--- config.mk ---
export PLATFORM = sky130hd
export DESIGN_NAME = ipv4_header_rule_filter
export DESIGN_NICKNAME = d
export VERILOG_FILES = /design/src/rtl/ihrf_pkg.sv /design/src/rtl/ihrf_parser.sv /design/src/rtl/ihrf_sumq.sv /design/src/rtl/ihrf_judge.sv /design/src/rtl/ipv4_header_rule_filter.sv
export SDC_FILE = /design/constraint.sdc
export NUM_CORES = 2
export LEC_CHECK = 0
export BUFFER_PORTS_ARGS = -buffer_cell sky130_fd_sc_hd__buf_4
export CAP_MARGIN = 20
export CORE_MARGIN = 10
export CORE_UTILIZATION = 40
export CTS_BUF_LIST = sky130_fd_sc_hd__clkbuf_4
export DETAILED_ROUTE_END_ITERATION = 12
export PLACE_DENSITY = 0.66
export RECOVER_POWER = 25
export SETUP_SLACK_MARGIN = 0.15
export SKIP_LAST_GASP = 1
export SYNTH_ARGS = -nofsm -noshare
export SYNTH_HDL_FRONTEND = slang
export SYNTH_SLANG_ARGS = --single-unit
--- constraint.sdc ---
create_clock -name clk -period 26.9 [get_ports clk]
set_clock_uncertainty 0.05 [all_clocks]
set_input_delay 0 -clock clk [delete_from_list [all_inputs] [get_ports clk]]
set_output_delay 0 -clock clk [all_outputs]
set_load 0.05 [all_outputs]
--- src/rtl/ihrf_pkg.sv ---
`timescale 1ns / 1ps
package ihrf_pkg;

    localparam int RULE_SLOTS  = 4;
    localparam int RULE_W      = 35;
    localparam int RULE_IDX_W  = (RULE_SLOTS > 1) ? $clog2(RULE_SLOTS) : 1;
    localparam int CFG_INDEX_W = 3;

    localparam int SUMQ_DEPTH  = 4;
    localparam int SUMQ_AW     = $clog2(SUMQ_DEPTH);
    localparam int OUTQ_DEPTH  = 2;
    localparam int OUTQ_AW     = $clog2(OUTQ_DEPTH);

    localparam logic [15:0] IP_START  = 16'd14;
    localparam logic [15:0] PROTO_POS = IP_START + 16'd9;
    localparam logic [15:0] SRC_FIRST = IP_START + 16'd12;
    localparam logic [15:0] SRC_LAST  = IP_START + 16'd15;
    localparam logic [15:0] DST_FIRST = IP_START + 16'd16;
    localparam logic [15:0] DST_LAST  = IP_START + 16'd19;
    localparam logic [15:0] POS_MAX   = 16'hFFFF;

    localparam logic [7:0] PROTO_ICMP = 8'd1;
    localparam logic [7:0] PROTO_TCP  = 8'd6;
    localparam logic [7:0] PROTO_UDP  = 8'd17;

    localparam logic [2:0] KIND_OFF     = 3'd0;
    localparam logic [2:0] KIND_PROTO   = 3'd1;
    localparam logic [2:0] KIND_SRCIP   = 3'd2;
    localparam logic [2:0] KIND_DSTIP   = 3'd3;
    localparam logic [2:0] KIND_SPORT   = 3'd4;
    localparam logic [2:0] KIND_DPORT   = 3'd5;
    localparam logic [2:0] KIND_ANYPORT = 3'd6;

    localparam logic [1:0] CLASS_TCP   = 2'd0;
    localparam logic [1:0] CLASS_UDP   = 2'd1;
    localparam logic [1:0] CLASS_ICMP  = 2'd2;
    localparam logic [1:0] CLASS_OTHER = 2'd3;

    localparam int CNT_SLOTS = 5;
    localparam logic [2:0] CNT_DROP = 3'd4;

    typedef struct packed {
        logic [7:0] frame_byte;
        logic       frame_last;
    } frame_t;

    typedef struct packed {
        logic        matched;
        logic [1:0]  protocol_class;
        logic [15:0] frame_bytes;
        logic [31:0] tcp_total;
        logic [31:0] udp_total;
        logic [31:0] icmp_total;
        logic [31:0] other_total;
        logic [31:0] dropped_total;
    } result_t;

    typedef struct packed {
        logic [7:0]  protocol;
        logic [31:0] src_addr;
        logic [31:0] dst_addr;
        logic [15:0] src_port;
        logic [15:0] dst_port;
        logic [15:0] byte_count;
    } sum_t;

endpackage

--- src/rtl/ihrf_parser.sv ---
`timescale 1ns / 1ps
module ihrf_parser
    import ihrf_pkg::*;
(
    input  logic   clk,
    input  logic   rst_n,
    input  logic   in_valid,
    input  frame_t in_item,
    output logic   sum_push,
    output sum_t   sum_item
);

    logic [15:0] pos_reg, pos_next;
    logic [3:0]  hw_reg, hw_next;
    logic [7:0]  proto_reg, proto_next;
    logic [31:0] src_reg, src_next;
    logic [31:0] dst_reg, dst_next;
    logic [15:0] sport_reg, sport_next;
    logic [15:0] dport_reg, dport_next;

    logic [7:0]  b;
    logic [3:0]  words;
    logic [6:0]  port_at;
    logic [15:0] port_pos;
    logic [15:0] port_off;
    logic        port_hit;
    logic [15:0] count;
    logic [7:0]  proto_cap;
    logic [31:0] src_cap;
    logic [31:0] dst_cap;
    logic [15:0] sport_cap;
    logic [15:0] dport_cap;
    logic [3:0]  hw_cap;

    always_comb
    begin
        b         = in_item.frame_byte;
        words     = (pos_reg == IP_START) ? b[3:0] : hw_reg;
        hw_cap    = words;
        port_at   = 7'(IP_START) + {1'b0, words, 2'b00};
        port_pos  = {9'd0, port_at};
        port_off  = pos_reg - port_pos;
        port_hit  = (pos_reg >= port_pos) && (port_off < 16'd4);
        count     = (pos_reg == POS_MAX) ? POS_MAX : pos_reg + 16'd1;

        proto_cap = (pos_reg == PROTO_POS) ? b : proto_reg;
        src_cap   = (pos_reg >= SRC_FIRST && pos_reg <= SRC_LAST) ?
                    {src_reg[23:0], b} : src_reg;
        dst_cap   = (pos_reg >= DST_FIRST && pos_reg <= DST_LAST) ?
                    {dst_reg[23:0], b} : dst_reg;
        sport_cap = (port_hit && port_off[1] == 1'b0) ? {sport_reg[7:0], b} : sport_reg;
        dport_cap = (port_hit && port_off[1] == 1'b1) ? {dport_reg[7:0], b} : dport_reg;

        pos_next   = pos_reg;
        hw_next    = hw_reg;
        proto_next = proto_reg;
        src_next   = src_reg;
        dst_next   = dst_reg;
        sport_next = sport_reg;
        dport_next = dport_reg;

        if (in_valid)
        begin
            if (in_item.frame_last)
            begin
                pos_next   = '0;
                hw_next    = '0;
                proto_next = '0;
                src_next   = '0;
                dst_next   = '0;
                sport_next = '0;
                dport_next = '0;
            end
            else
            begin
                pos_next   = count;
                hw_next    = hw_cap;
                proto_next = proto_cap;
                src_next   = src_cap;
                dst_next   = dst_cap;
                sport_next = sport_cap;
                dport_next = dport_cap;
            end
        end

        sum_push            = in_valid && in_item.frame_last;
        sum_item.protocol   = proto_cap;
        sum_item.src_addr   = src_cap;
        sum_item.dst_addr   = dst_cap;
        sum_item.src_port   = sport_cap;
        sum_item.dst_port   = dport_cap;
        sum_item.byte_count = count;
    end

    always_ff @(posedge clk or negedge rst_n)
    begin
        if (!rst_n)
        begin
            pos_reg   <= '0;
            hw_reg    <= '0;
            proto_reg <= '0;
            src_reg   <= '0;
            dst_reg   <= '0;
            sport_reg <= '0;
            dport_reg <= '0;
        end
        else
        begin
            pos_reg   <= pos_next;
            hw_reg    <= hw_next;
            proto_reg <= proto_next;
            src_reg   <= src_next;
            dst_reg   <= dst_next;
            sport_reg <= sport_next;
            dport_reg <= dport_next;
        end
    end

endmodule

--- src/rtl/ihrf_sumq.sv ---
`timescale 1ns / 1ps
module ihrf_sumq
    import ihrf_pkg::*;
(
    input  logic clk,
    input  logic rst_n,
    input  logic wr_en,
    input  sum_t wr_item,
    output logic full,
    input  logic rd_en,
    output sum_t rd_item,
    output logic empty
);

    sum_t               mem [SUMQ_DEPTH];
    logic [SUMQ_AW-1:0] wr_ptr_reg, wr_ptr_next;
    logic [SUMQ_AW-1:0] rd_ptr_reg, rd_ptr_next;
    logic [SUMQ_AW:0]   cnt_reg, cnt_next;
    logic               do_wr;
    logic               do_rd;

    always_comb
    begin
        full        = (cnt_reg == (SUMQ_AW+1)'(SUMQ_DEPTH));
        empty       = (cnt_reg == '0);
        do_wr       = wr_en && !full;
        do_rd       = rd_en && !empty;
        wr_ptr_next = do_wr ? wr_ptr_reg + SUMQ_AW'(1) : wr_ptr_reg;
        rd_ptr_next = do_rd ? rd_ptr_reg + SUMQ_AW'(1) : rd_ptr_reg;
        cnt_next    = cnt_reg;
        if (do_wr && !do_rd)
        begin
            cnt_next = cnt_reg + (SUMQ_AW+1)'(1);
        end
        else if (do_rd && !do_wr)
        begin
            cnt_next = cnt_reg - (SUMQ_AW+1)'(1);
        end
        rd_item = mem[rd_ptr_reg];
    end

    always_ff @(posedge clk)
    begin
        if (do_wr)
        begin
            mem[wr_ptr_reg] <= wr_item;
        end
    end

    always_ff @(posedge clk or negedge rst_n)
    begin
        if (!rst_n)
        begin
            wr_ptr_reg <= '0;
            rd_ptr_reg <= '0;
            cnt_reg    <= '0;
        end
        else
        begin
            wr_ptr_reg <= wr_ptr_next;
            rd_ptr_reg <= rd_ptr_next;
            cnt_reg    <= cnt_next;
        end
    end

endmodule

--- src/rtl/ihrf_judge.sv ---
`timescale 1ns / 1ps
module ihrf_judge
    import ihrf_pkg::*;
(
    input  logic                   clk,
    input  logic                   rst_n,
    input  logic                   cfg_valid,
    input  logic [CFG_INDEX_W-1:0] cfg_index,
    input  logic [RULE_W-1:0]      cfg_data,
    input  sum_t                   sum_item,
    input  logic                   sum_empty,
    output logic                   sum_pop,
    input  logic                   pop,
    output logic                   empty,
    output result_t                verdict
);

    logic [RULE_W-1:0]  rule_reg [RULE_SLOTS];
    logic [31:0]        cnt_reg  [CNT_SLOTS];
    logic [31:0]        cnt_next [CNT_SLOTS];
    result_t            res_mem  [OUTQ_DEPTH];
    logic [OUTQ_AW-1:0] wr_ptr_reg, wr_ptr_next;
    logic [OUTQ_AW-1:0] rd_ptr_reg, rd_ptr_next;
    logic [OUTQ_AW:0]   oq_cnt_reg, oq_cnt_next;

    logic        cfg_hit;
    logic        has_ports;
    logic        any_on;
    logic        hit;
    logic        pass;
    logic [1:0]  cls;
    logic [2:0]  sel;
    logic [2:0]  kind;
    logic [31:0] val;
    logic [15:0] port;
    logic        do_rd;
    result_t     res;

    always_comb
    begin
        cfg_hit   = cfg_valid && ({1'b0, cfg_index} < (CFG_INDEX_W+1)'(RULE_SLOTS));
        has_ports = (sum_item.protocol == PROTO_TCP) || (sum_item.protocol == PROTO_UDP);
        any_on    = 1'b0;
        hit       = 1'b0;
        kind      = '0;
        val       = '0;
        port      = '0;
        for (int i = 0; i < RULE_SLOTS; i++)
        begin
            kind = rule_reg[i][RULE_W-1:32];
            val  = rule_reg[i][31:0];
            port = val[15:0];
            case (kind)
                KIND_PROTO:
                begin
                    any_on = 1'b1;
                    hit    = hit || (val == {24'd0, sum_item.protocol});
                end
                KIND_SRCIP:
                begin
                    any_on = 1'b1;
                    hit    = hit || (val == sum_item.src_addr);
                end
                KIND_DSTIP:
                begin
                    any_on = 1'b1;
                    hit    = hit || (val == sum_item.dst_addr);
                end
                KIND_SPORT:
                begin
                    any_on = 1'b1;
                    hit    = hit || (has_ports && port == sum_item.src_port);
                end
                KIND_DPORT:
                begin
                    any_on = 1'b1;
                    hit    = hit || (has_ports && port == sum_item.dst_port);
                end
                KIND_ANYPORT:
                begin
                    any_on = 1'b1;
                    hit    = hit || (has_ports && (port == sum_item.src_port ||
                                                   port == sum_item.dst_port));
                end
                default:
                begin
                    any_on = any_on;
                end
            endcase
        end
        pass = any_on ? hit : 1'b1;

        case (sum_item.protocol)
            PROTO_TCP:  cls = CLASS_TCP;
            PROTO_UDP:  cls = CLASS_UDP;
            PROTO_ICMP: cls = CLASS_ICMP;
            default:    cls = CLASS_OTHER;
        endcase
        sel = pass ? {1'b0, cls} : CNT_DROP;

        sum_pop = !sum_empty && (oq_cnt_reg != (OUTQ_AW+1)'(OUTQ_DEPTH));

        for (int k = 0; k < CNT_SLOTS; k++)
        begin
            cnt_next[k] = cnt_reg[k];
            if (sum_pop && sel == 3'(k) && cnt_reg[k] != 32'hFFFF_FFFF)
            begin
                cnt_next[k] = cnt_reg[k] + 32'd1;
            end
        end

        res.matched        = pass;
        res.protocol_class = cls;
        res.frame_bytes    = sum_item.byte_count;
        res.tcp_total      = cnt_next[{1'b0, CLASS_TCP}];
        res.udp_total      = cnt_next[{1'b0, CLASS_UDP}];
        res.icmp_total     = cnt_next[{1'b0, CLASS_ICMP}];
        res.other_total    = cnt_next[{1'b0, CLASS_OTHER}];
        res.dropped_total  = cnt_next[CNT_DROP];

        empty       = (oq_cnt_reg == '0);
        do_rd       = pop && !empty;
        verdict     = res_mem[rd_ptr_reg];
        wr_ptr_next = sum_pop ? wr_ptr_reg + OUTQ_AW'(1) : wr_ptr_reg;
        rd_ptr_next = do_rd ? rd_ptr_reg + OUTQ_AW'(1) : rd_ptr_reg;
        oq_cnt_next = oq_cnt_reg;
        if (sum_pop && !do_rd)
        begin
            oq_cnt_next = oq_cnt_reg + (OUTQ_AW+1)'(1);
        end
        else if (do_rd && !sum_pop)
        begin
            oq_cnt_next = oq_cnt_reg - (OUTQ_AW+1)'(1);
        end
    end

    always_ff @(posedge clk)
    begin
        if (sum_pop)
        begin
            res_mem[wr_ptr_reg] <= res;
        end
    end

    always_ff @(posedge clk or negedge rst_n)
    begin
        if (!rst_n)
        begin
            for (int i = 0; i < RULE_SLOTS; i++)
            begin
                rule_reg[i] <= '0;
            end
            for (int k = 0; k < CNT_SLOTS; k++)
            begin
                cnt_reg[k] <= '0;
            end
            wr_ptr_reg <= '0;
            rd_ptr_reg <= '0;
            oq_cnt_reg <= '0;
        end
        else
        begin
            if (cfg_hit)
            begin
                rule_reg[cfg_index[RULE_IDX_W-1:0]] <= cfg_data;
            end
            for (int k = 0; k < CNT_SLOTS; k++)
            begin
                cnt_reg[k] <= cnt_next[k];
            end
            wr_ptr_reg <= wr_ptr_next;
            rd_ptr_reg <= rd_ptr_next;
            oq_cnt_reg <= oq_cnt_next;
        end
    end

endmodule

--- src/rtl/ipv4_header_rule_filter.sv ---
`timescale 1ns / 1ps
// Channel    Handshake                 Payload
// frame in   push / full               frame   (frame_byte, frame_last)
// verdict    pop / empty               verdict (matched, class, bytes, totals)
// config     cfg_valid / cfg_ready     cfg_index, cfg_data (35-bit rule)
//
// One frame byte is taken every cycle while full is low; the parser captures header
// fields per byte. The result for a frame passes through the 4-entry summary queue,
// then the rule check and counter update, which write it to the output queue for pop.
// Reset clears rules, counters and the per-frame capture at once; no sweep follows.
// full rises only when the summary queue fills because results are not popped.
module ipv4_header_rule_filter
    import ihrf_pkg::*;
(
    input  logic                   clk,
    input  logic                   rst_n,
    input  logic                   push,
    output logic                   full,
    input  frame_t                 frame,
    input  logic                   pop,
    output logic                   empty,
    output result_t                verdict,
    input  logic                   cfg_valid,
    output logic                   cfg_ready,
    input  logic [CFG_INDEX_W-1:0] cfg_index,
    input  logic [RULE_W-1:0]      cfg_data
);

    logic accept;
    logic sum_push;
    sum_t sum_wr;
    sum_t sum_rd;
    logic sum_empty;
    logic sum_pop;

    assign cfg_ready = 1'b1;
    assign accept    = push && !full;

    ihrf_parser u_parser (
        .clk      (clk),
        .rst_n    (rst_n),
        .in_valid (accept),
        .in_item  (frame),
        .sum_push (sum_push),
        .sum_item (sum_wr)
    );

    ihrf_sumq u_sumq (
        .clk     (clk),
        .rst_n   (rst_n),
        .wr_en   (sum_push),
        .wr_item (sum_wr),
        .full    (full),
        .rd_en   (sum_pop),
        .rd_item (sum_rd),
        .empty   (sum_empty)
    );

    ihrf_judge u_judge (
        .clk       (clk),
        .rst_n     (rst_n),
        .cfg_valid (cfg_valid),
        .cfg_index (cfg_index),
        .cfg_data  (cfg_data),
        .sum_item  (sum_rd),
        .sum_empty (sum_empty),
        .sum_pop   (sum_pop),
        .pop       (pop),
        .empty     (empty),
        .verdict   (verdict)
    );

endmodule

==> key figures <==
Outcome
  • Status: finished with violations
  • Failing checks: max-capacitance violations, max-slew violations

CTS
  • Reg clk slew, reported paths: 0.07 ns
  • TritonCTS Buffers: 342
  • Post-CTS sizing: 0
  • CTS tree: yes
  • Clk Latency, worst-skew pair: 1.32 ns
  • Clock sinks: 1273
  • H-tree levels: 5
  • Maximum clock path buffer count: 4
  • Clk root buf: clkbuf_4
  • Post-CTS Setup Inserts: 0

Drt
  • Final WL: 178.1 mm
  • Initial drt markers: 3436
  • DR vias/cell: 5.658
  • DR pass1 iterations: 5
  • Vias: 38630
  • Routed length per instance: 26.08 um
  • DRT antenna net count: 0
  • Final routed DRC violation total: 0

STA
  • Headroom to the max-slew limit: -284.5%
  • RSZ-0062 raised after global routing: false
  • Setup tns final: 0 ns
  • Fmax: 107.4 MHz
  • Minimum clock period after layout: 9.312 ns
  • Slew Viols, Final: 789
  • Final Hold Viols: 0
  • Worst slew pin tran: 5.767 ns
  • Hold WS: 0.1442 ns
  • Final setup fails: 0
  • Period utilisation layout: 34.62%

Die
  • Die ar.: 0.1657 mm^2
  • Starting Density: 40.38%
  • Die height: 407.0 um
  • IO Pins: 234
  • Row count: 141
  • Core area: 0.1484 mm^2
  • Chip width: 407.0 um

Setup path
  • Cell Chain, Critical Path: clkbuf_1, nand2_1, o21ai_0, a211oi_1, xor2_1, nor4_1, and4b_1, nand4_1, o311ai_4, o2111ai_1, buf_6, nor4_1, xor2_1
  • Crit-path max FO: 47
  • Crit path buffers/inverters: 2
  • Critical Path Slowest Stage Cell: clkbuf_1
  • Worst r2r src: u_sumq.rd_ptr_reg[0]
  • Element type at the critical path end: register
  • Startpoint types: register
  • Reg2Reg Depth: 13
  • CP required: 27.98 ns
  • Crit path largest cell delay: 2.57 ns
  • Reg2reg end: u_judge.res_mem[0][159]
  • Crit Path Class: register to register
  • R2r setup slk: 17.59 ns
  • Crit-path leading delay family: buffers and inverters
  • Worst Setup SP: u_sumq.rd_ptr_reg[0]
  • Crit path DAT: 10.39 ns

Yosys
  • Ys Warns: 0
  • Post-Syn Nets: 4116
  • Ys flop type: edfxtp_1
  • Flops & latches, synth: 1273
  • Asr flop ratio synth: 34.17%
  • Synth Instances: 4041
  • Post-synth EDFFs: 838
  • Largest cells by area after synthesis: edfxtp_1, dfrtp_1, mux2_2, mux4_2, xor2_1
  • Synthesized area: 0.05992 mm^2
  • Yosys top cell by area: edfxtp_1
  • Post-synth top area share: 42.00%
  • Netlist cell types: 85
  • Sequential cell area fraction in the yosys report: 60.17%
  • Synthesized area per cell: 14.83 um^2

Cells and area
  • Filler Cells Inserted: 13040
  • Share of layout cells above drive strength 1: 32.06%
  • Most frequent cells in the layout: edfxtp_1, clkbuf_4, mux2_2, dfrtp_1, buf_4
  • Layout area overhead: 15.69%
  • Reg area: 0.03606 mm^2
  • Largest register FFs: 480
  • Most common cell after layout, fill and taps aside: edfxtp_1
  • Nets: 4639
  • Area occupied by multi-input gates: 0.02256 mm^2

Worst hold path
  • WHS Endpoint: u_judge.rule_reg[79]
  • Hold Path Class: primary input to register
  • Hold Crit Depth: 5
  • Hold wc startpoint: cfg_data[9]

Global routing
  • Vias in the first global route: 39060
  • Antenna violations before repair: 6
  • Largest net degree at the start of global routing: 130
  • GRT Max-Usage Layer: met2
  • Met1 Usage GRT: 27.44%
  • First-pass GRT wire length: 261.6 mm
  • GRT met3 Usage: 5.046%
  • GR Util met2: 33.34%
  • Gr usage total: 21.19%
  • Overflow after GRT: 0

Power
  • Pleak: 26.95 nW
  • Cell Pwr Density: 113.5 mW/mm^2
  • Peak VDD IR: 0.09514 mV

Job
  • Number of max-cap violations: 17

Placement
  • Port buffer count: 232
  • Gp weighted congestion: 0.9955
  • DP HPWL: 118.5 mm
-- tightest hold or removal path, cell delays in order --
cell and delay [ns]:
dlygate4sd3_1 0.53, buf_4 0.11, dlygate4sd3_1 0.65, nand2_1 0.07, o21ai_0 0.08
-- worst max path at each step --
stage / end / slack [ns] / cells past startpoint
detailed placement: u_judge.res_mem[0][159] / 19.08 / 15
floorplan: u_judge.res_mem[0][0] / 18.07 / 3
CTS: u_judge.res_mem[0][159] / 19.18 / 15
global route: u_judge.res_mem[1][151] / 16.99 / 13
global placement: u_judge.res_mem[0][151] / 18.94 / 14
finish: u_judge.res_mem[0][159] / 17.59 / 13
-- layout make-up --
type | instances | area share, %
Antenna cell | 7 | 0.02527
Clock buffer | 507 | 5.491
Clock inverter | 92 | 0.7942
Inverter | 66 | 0.3574
Multi-Input combinational cell | 2442 | 32.54
Sequential cell | 1273 | 52.02
Tap cell | 2002 | 3.614
Timing Repair Buffer | 439 | 5.162
-- power breakdown --
group / internal (mW) / leakage, nW / total (mW) / switching [mW]
clock: 0.928 / 2.61 / 1.72 / 0.793
combinational: 1.16 / 10.5 / 3.29 / 2.13
sequential: 2.58 / 13.8 / 2.86 / 0.273
-- metal layers --
| layer | wire length [um] | part of all wire (%) | vias up |
|---|---|---|---|
| met5 | 0 | 0 | - |
| met4 | 8977 | 5.0 | 0 |
| met3 | 14280 | 8.0 | 420 |
| met2 | 83250 | 47 | 1738 |
| met1 | 71540 | 40 | 19720 |
| li1 | - | - | 16760 |
-- through the flow --
stage          instance area, um^2  instances  util [%]  worst slack [ns]  power [mW]
6_report                     69320       6828     46.72             17.59       7.866
3_3_place_gp                 63690       6084     42.93             18.94       6.126
3_5_place_dp                 63720       6086     42.95             19.08       6.154
2_1_floorplan                59920       4041         -             18.07       5.120
5_1_grt                      69320       6828     46.72             16.99       8.231
4_1_cts                      69440       6819     46.80             19.18       7.922
-- synth_stat cells (all sizes together), types with 21 or more instances --
| master | instances |
|---|---|
| nor2 | 143 |
| buf | 99 |
| xor2 | 215 |
| nor4 | 67 |
| nor2b | 21 |
| clkbuf | 161 |
| nor3 | 66 |
| mux4 | 213 |
| a31oi | 21 |
| edfxtp | 838 |
| inv | 66 |
| and3 | 49 |
| a22oi | 54 |
| a21oi | 68 |
| dfrtp | 435 |
| o21ai | 62 |
| ha | 21 |
| xnor2 | 214 |
| nand2 | 170 |
| mux2 | 461 |
| nand3 | 78 |
| nand4 | 62 |
| mux2i | 122 |
| a22o | 117 |
-- cell families after synthesis --
kind of cell	count (synthesis)	synth area share (%)
DFF	1273	60.17
buffers and inverters	326	2.360
xor gates and xnor gates	429	6.271
and+or+nand+nor	765	6.747
AOI/OAI and AO/OA	428	5.237
muxes	796	18.71
other	1	0.006259
adders and majority gates	23	0.5053
-- timing repair --
item                                   4_1_cts  5_1_grt
endpoints found under the hold margin      937        0
setup endpoints to repair                    0        0
hold buffers                               134        0
Note: power is estimated with default switching activity, not from simulation.
